File: config.mk
export PLATFORM = sky130hd
export DESIGN_NAME = tzhm_cell
export DESIGN_NICKNAME = d
export VERILOG_FILES = /design/src/touch_zone_hit_matcher_assert.svh /design/src/tzhm_pkg.sv /design/src/tzhm_cell.sv
export SDC_FILE = /design/constraint.sdc
export NUM_CORES = 1
export LEC_CHECK = 0
export BUFFER_PORTS_ARGS = -buffer_cell sky130_fd_sc_hd__buf_2
export CAP_MARGIN = 20
export CORE_MARGIN = 2
export CORE_UTILIZATION = 58
export DETAILED_ROUTE_END_ITERATION = 8
export MAX_ROUTING_LAYER = met4
export PLACE_DENSITY = 0.83
export SETUP_SLACK_MARGIN = 0.15
export SYNTH_ARGS = -nofsm -noshare
export SYNTH_HDL_FRONTEND = slang
export SYNTH_SLANG_ARGS = --single-unit
File: constraint.sdc
create_clock -name clk -period 8.2 [get_ports clk]
set_clock_uncertainty 0.15 [all_clocks]
set_input_delay 1.64 -clock clk [delete_from_list [all_inputs] [get_ports clk]]
set_output_delay 1.64 -clock clk [all_outputs]
set_load 0.01 [all_outputs]
File: src/touch_zone_hit_matcher_assert.svh
// Assertion macros for the touch zone hit matcher.
`ifndef TOUCH_ZONE_HIT_MATCHER_ASSERT_SVH
`define TOUCH_ZONE_HIT_MATCHER_ASSERT_SVH
`ifndef SYNTH
// Implication checked on every clock edge out of reset.
`define TZHM_ASSERT_IMPL(lbl, ante, cons, msg) \
    lbl: assert property (@(posedge clk) disable iff (!rst_n) (ante) |-> (cons)) \
        else $error(msg);
// Condition that must hold on every clock edge out of reset.
`define TZHM_ASSERT_ALWAYS(lbl, cond, msg) \
    lbl: assert property (@(posedge clk) disable iff (!rst_n) (cond)) \
        else $error(msg);
`else
`define TZHM_ASSERT_IMPL(lbl, ante, cons, msg)
`define TZHM_ASSERT_ALWAYS(lbl, cond, msg)
`endif
`endif

File: src/tzhm_pkg.sv
// Shared types and constants for the touch zone hit matcher.
`timescale 1ns / 1ps
`default_nettype none
package tzhm_pkg;

    localparam int MAX_ZONES_DEF = 32;
    localparam logic [15:0] HOLDOFF_RESET = 16'd160;

    typedef enum logic [1:0] {
        OP_CLEAR  = 2'd0,
        OP_ADD    = 2'd1,
        OP_SAMPLE = 2'd2
    } op_t;

    typedef enum logic {
        ST_IDLE = 1'b0,
        ST_SCAN = 1'b1
    } state_t;

    // One stored zone.
    typedef struct packed {
        logic signed [15:0] left;
        logic signed [15:0] top;
        logic signed [15:0] width;
        logic signed [15:0] height;
        logic        [7:0]  action;
    } zone_t;

    // Query token that walks down the cell chain.
    typedef struct packed {
        logic               valid;
        logic               found;
        logic signed [15:0] x;
        logic signed [15:0] y;
        logic        [7:0]  act;
    } query_t;

endpackage
`default_nettype wire

File: src/tzhm_cell.sv
// One zone cell: holds a zone and tests the passing query against it.
`timescale 1ns / 1ps
`default_nettype none
module tzhm_cell
(
    input  wire logic             clk,
    input  wire logic             rst_n,
    input  wire logic             wr_en,
    input  wire tzhm_pkg::zone_t  wr_zone,
    input  wire logic             live,
    input  wire tzhm_pkg::query_t q_in,
    output tzhm_pkg::query_t      q_out
);

    tzhm_pkg::zone_t  zone_reg;
    tzhm_pkg::query_t q_reg;
    tzhm_pkg::query_t q_next;

    logic signed [16:0] x_ext;
    logic signed [16:0] y_ext;
    logic signed [16:0] left_ext;
    logic signed [16:0] top_ext;
    logic signed [16:0] right_ext;
    logic signed [16:0] bottom_ext;
    logic               inside_zone;

    // Edges widened by one bit so left + width cannot wrap.
    assign x_ext      = {q_in.x[15], q_in.x};
    assign y_ext      = {q_in.y[15], q_in.y};
    assign left_ext   = {zone_reg.left[15], zone_reg.left};
    assign top_ext    = {zone_reg.top[15], zone_reg.top};
    assign right_ext  = left_ext + {zone_reg.width[15], zone_reg.width};
    assign bottom_ext = top_ext + {zone_reg.height[15], zone_reg.height};

    assign inside_zone = (x_ext >= left_ext) && (x_ext < right_ext) &&
                         (y_ext >= top_ext) && (y_ext < bottom_ext);

    always_comb
    begin
        q_next = q_in;
        // First live match wins; later cells pass the token through.
        if (q_in.valid && !q_in.found && live && inside_zone)
        begin
            q_next.found = 1'b1;
            q_next.act   = zone_reg.action;
        end
    end

    always_ff @(posedge clk)
    begin
        if (wr_en)
        begin
            zone_reg <= wr_zone;
        end
    end

    always_ff @(posedge clk or negedge rst_n)
    begin
        if (!rst_n)
        begin
            q_reg <= '0;
        end
        else
        begin
            q_reg <= q_next;
        end
    end

    assign q_out = q_reg;

endmodule
`default_nettype wire

# --- Word level (Yosys, flattened, before mapping) ---
# Cells that the tools add are included.
classes:
  n_addsub: 2
  order_cmp: 4
  muxes: 2
  n_reduce_logical: 7
op_table:
  columns: ["cell", "n"]
  rows:
  - ["16-bit by 16-bit adder with 17-bit output", 2]
  - ["16-bit by 17-bit < comparator with 1-bit output", 2]
  - ["16-bit >= comparator", 2]
  - ["8-bit two-way mux", 1]
  - ["1-bit logical AND", 6]
  - ["1-bit zero test", 1]
  - ["1-bit two-way mux", 1]
totals:
  ff_bits: 114
  in_bits: 118
  wordCells: 25

# --- Longest topological paths before layout ---
depth:
  word_depth: 7
  mapped_depth: 18

# --- Least setup slack after synthesis ---
# Ideal clock, no wire load.
synth_timing:
  kind: "reg-to-reg"
  from: "register zone_reg[25] (netlist bit)"
  to: "register q_reg, in the netlist q_out[0]"
  arrival_ns: 3.588
  required_ns: 7.925
  slack_ns: 4.338
  stages_incl_launch_ff: 17
  path_cell_list: "edfxtp_1 > ha_1 > a21o_1 > a21o_1 > a21oi_1 > o21bai_1 > a2111oi_2 > o211ai_1 > xnor2_1 > ha_1 > nand4_1 > nor2_1 > nor2_1 > or3_1 > mux2i_1 > nand4_4 > mux2_2"
synth_rtl:
  columns: ["element", "line", "rtl"]
  rows:
  - ["start, declared", "tzhm_cell.sv:15", "tzhm_pkg::zone_t zone_reg;"]
  - ["start signal, assigned", "tzhm_cell.sv:53", "zone_reg <= wr_zone;"]
  - ["end signal, assigned", "tzhm_cell.sv:65", "q_reg <= q_next;"]
  - ["end, declared", "tzhm_cell.sv:16", "tzhm_pkg::query_t q_reg;"]

==> results.toml <==
[run_status]
outcome = "completed"

[layout]
fill_cells = 689
instances_no_fill = 837
drive_gt1_share_pct = 29.00
fin_nets = 903
area_growth_pct = 26.19
largest_reg_flops = 42
stdcell_area_um2 = 7886
final_util_pct = 75.71

[synth]
synth-async-reset-ratio_pct = 36.84
syn_nets = 724
seq_area_frac_synth_pct = 51.41
syn_inst = 508
synth.cell_area_um2 = 6250
synth_cell_types = 47
ys_warn_count = 0
synth_edf_count = 72
avgSynthCellArea_um2 = 12.30
synth-seq-cells = 114
ys.flop_type = "edfxtp_1"

[sta]
fin_ws_ns = 3.543
fin_crit_ns = 4.657
min_period_over_period_pct = 56.80
rsz0062_at_grt = "false"
slew_headroom_pct = 39.27
max_freq_ghz = 0.2147
whs_ns = 0.3279
setup_viol = 0
timing.setup.tns_ns = 0
tightest_slew_ns = 0.9109
hold_viol = 0
final-max-slew-violation-count = 0

[run]
maxCapViolCount = 0

[routing]
vias_per_cell = 5.708
ant_nets = 0
first_pass_iters = 5
wl_per_cell_um = 17.50
vias = 4778
drt_iter0_drc = 224
drc = 0
wl_um = 14650

[worst_setup_path]
crit_path_top_delay_cell = "a2111oi_0"
path_class = "reg2reg"
crit_start = "left_ext[0]"
r2r-start = "left_ext[0]"
crit_arrival_ns = 4.91
critPathLaunchType = "register"
critical_path.top_delay_family = "compound AO/OA/AOI/OAI gates"
crit_buf_inv = 1
slowest_delay_ns = 0.64
worstPathRequired_ns = 8.46
crit_path_max_fanout = 9
end_kind = "register"
cp_common_cell = "o21ai_0"
cp_cell_sequence = "ha_1 -> inv_1 -> fa_1 -> nor2b_1 -> o21ai_0 -> a21oi_1 -> o21ai_0 -> a21oi_1 -> o21ai_0 -> nand2_1 -> ha_1 -> nand4_1 -> a2111oi_0 -> nor3_1 -> o211ai_1 -> mux2i_1 -> nand4_4 -> mux2_2"

[die]
dieArea_um2 = 11620
rows = 37
die_w_um = 107.8
initial_core_util_pct = 60.00
core_area_um2 = 10420
boundaryPins = 160
die_h_um = 107.8

[global_routing]
grt_max_degree = 73
grt_pass1_wl_um = 23200
antenna_found_initial = 0
gr-total-overflow = 0
track_usage_pct = 27.27
grt_pass1_vias = 5048

[clock_network]
cts_made_buffers = 17
ctsHtreeMaxLevel = 4
clockBufferDepth = 2
cts_repair_resize_count = 0
clock_tree.root_cell = "clkbuf_8"
cts_tree = "yes"
clk_pin_slew_worst_paths_ns = 0.05
post_cts_buffers = 0
cts_sinks = 114
cts_hold_buffers = 0
insertion_delay_ns = 0.53

[place]
port_buffers = 159
dp_hpwl_um = 11080
place_area_um2 = 7219
gp_congestion = 0.9028
post-place-ws_ns = 3.718
dp_cells = 803

[power_and_ir_drop]
p_comb_share_pct = 22.5
powerDensity_nw_per_um2 = 238.1
clkPwrFrac_pct = 41.6
swShare_pct = 26.91
ir_worst_vdd_v = 0.0001876
power_frac_seq_pct = 35.9
leakagePower_nw = 3.728
power.net_switching_mw = 0.5054
p_int_mw = 1.372
finalPower_mw = 1.878

[min_path]
hp-start = "zone_reg[4]"
hold_path.class = "reg2reg"
## cells in the mapped netlist, types with 4 or more instances
library cell / n / area, µm²
xnor2_1: 11 / 96.34
nor2_1: 15 / 56.30
nand2b_1: 6 / 37.54
dfrtp_1: 42 / 1051
o21bai_1: 5 / 37.54
nor2b_1: 4 / 25.02
nand3_1: 11 / 55.05
nor3_1: 9 / 45.04
a21o_1: 19 / 142.6
nand2_1: 17 / 63.81
mux2_2: 9 / 101.4
o22ai_1: 4 / 25.02
or3_1: 4 / 25.02
a211oi_1: 7 / 52.55
o21ai_0: 15 / 75.07
edfxtp_1: 72 / 2162
a21oi_1: 41 / 205.2
xor2_1: 12 / 105.1
nand4_1: 12 / 75.07
ha_1: 96 / 1201
o211ai_1: 8 / 60.06
inv_1: 48 / 180.2
## final timing paths
path / endpoint / slack [ns] / cells past startpoint
min in group asynchronous: q_out[33] / 0.90 / 1
worst min register to register: q_out[4] / 0.33 / 1
worst min-delay path: q_out[4] / 0.33 / 1
worst max register to register: q_out[3] / 3.54 / 18
max in group asynchronous: q_out[2] / 6.51 / 2
worst max-delay path: q_out[3] / 3.54 / 18
## layout make-up
cell class                      instances  area [µm²]  share of cell area, %
Sequential cell                       114        3213                  40.74
Timing Repair Buffer                  161       823.3                  10.44
Tap cell                              136       170.2                  2.158
Clock inverter                          7       117.6                  1.491
Clock buffer                           25       526.8                  6.679
Inverter                               48       180.2                  2.285
Antenna cell                            1       2.502                0.03173
Multi-Input combinational cell        345        2853                  36.17
## power by group through the flow
stage                     Combinational [mW]  Clock [mW]  Sequential (mW)
final                                  0.423       0.781            0.674
after global routing                   0.471       0.821            0.677
after CTS                              0.416       0.792            0.674
after detailed placement               0.406           0            0.685
after global placement                 0.385           0            0.682
after floorplan                        0.270           0            0.686
## routing by layer
layer,track usage [%],routed length [µm]
met4,17.22,675
met3,5.569,670
met2,47.75,7794
met5,-,0
met1,27.76,5511
## worst register-to-register path: cells and delay by family, from the launching register on
kind,cells,cell delay [ns]
AND/OR/NAND/NOR,5,0.68
adder cells (fa/ha/maj),3,0.72
flip-flops,1,0.41
buffers and inverters,1,0.07
AO/OA/AOI/OAI,7,1.99
multiplexers,2,0.52
## layout by cell type (no fill, tap or decap), types with 5 or more instances in the layout
| master | instances |
|---|---|
| a21o_1 | 19 |
| a21oi_1 | 41 |
| nand4_1 | 12 |
| xor2_1 | 12 |
| dfrtp_1 | 42 |
| nor3_1 | 9 |
| nor2_1 | 15 |
| ha_1 | 96 |
| mux2_2 | 9 |
| clkbuf_16 | 18 |
| buf_2 | 159 |
| o21ai_0 | 15 |
| xnor2_1 | 11 |
| edfxtp_1 | 72 |
| clkbuf_8 | 5 |
| o211ai_1 | 8 |
| nand2b_1 | 6 |
| o21bai_1 | 5 |
| nand3_1 | 11 |
| inv_1 | 48 |
| nand2_1 | 17 |
| a211oi_1 | 7 |
## cells by family after synthesis
kind of cell    share of synthesized area (%)
fa+ha+maj                               19.86
compound gates                          12.17
flops                                   51.41
xor+xnor                                3.223
buf+inv                                 2.943
simple gates                            8.288
mux                                     2.102
Power figures use the tool's default switching activity.
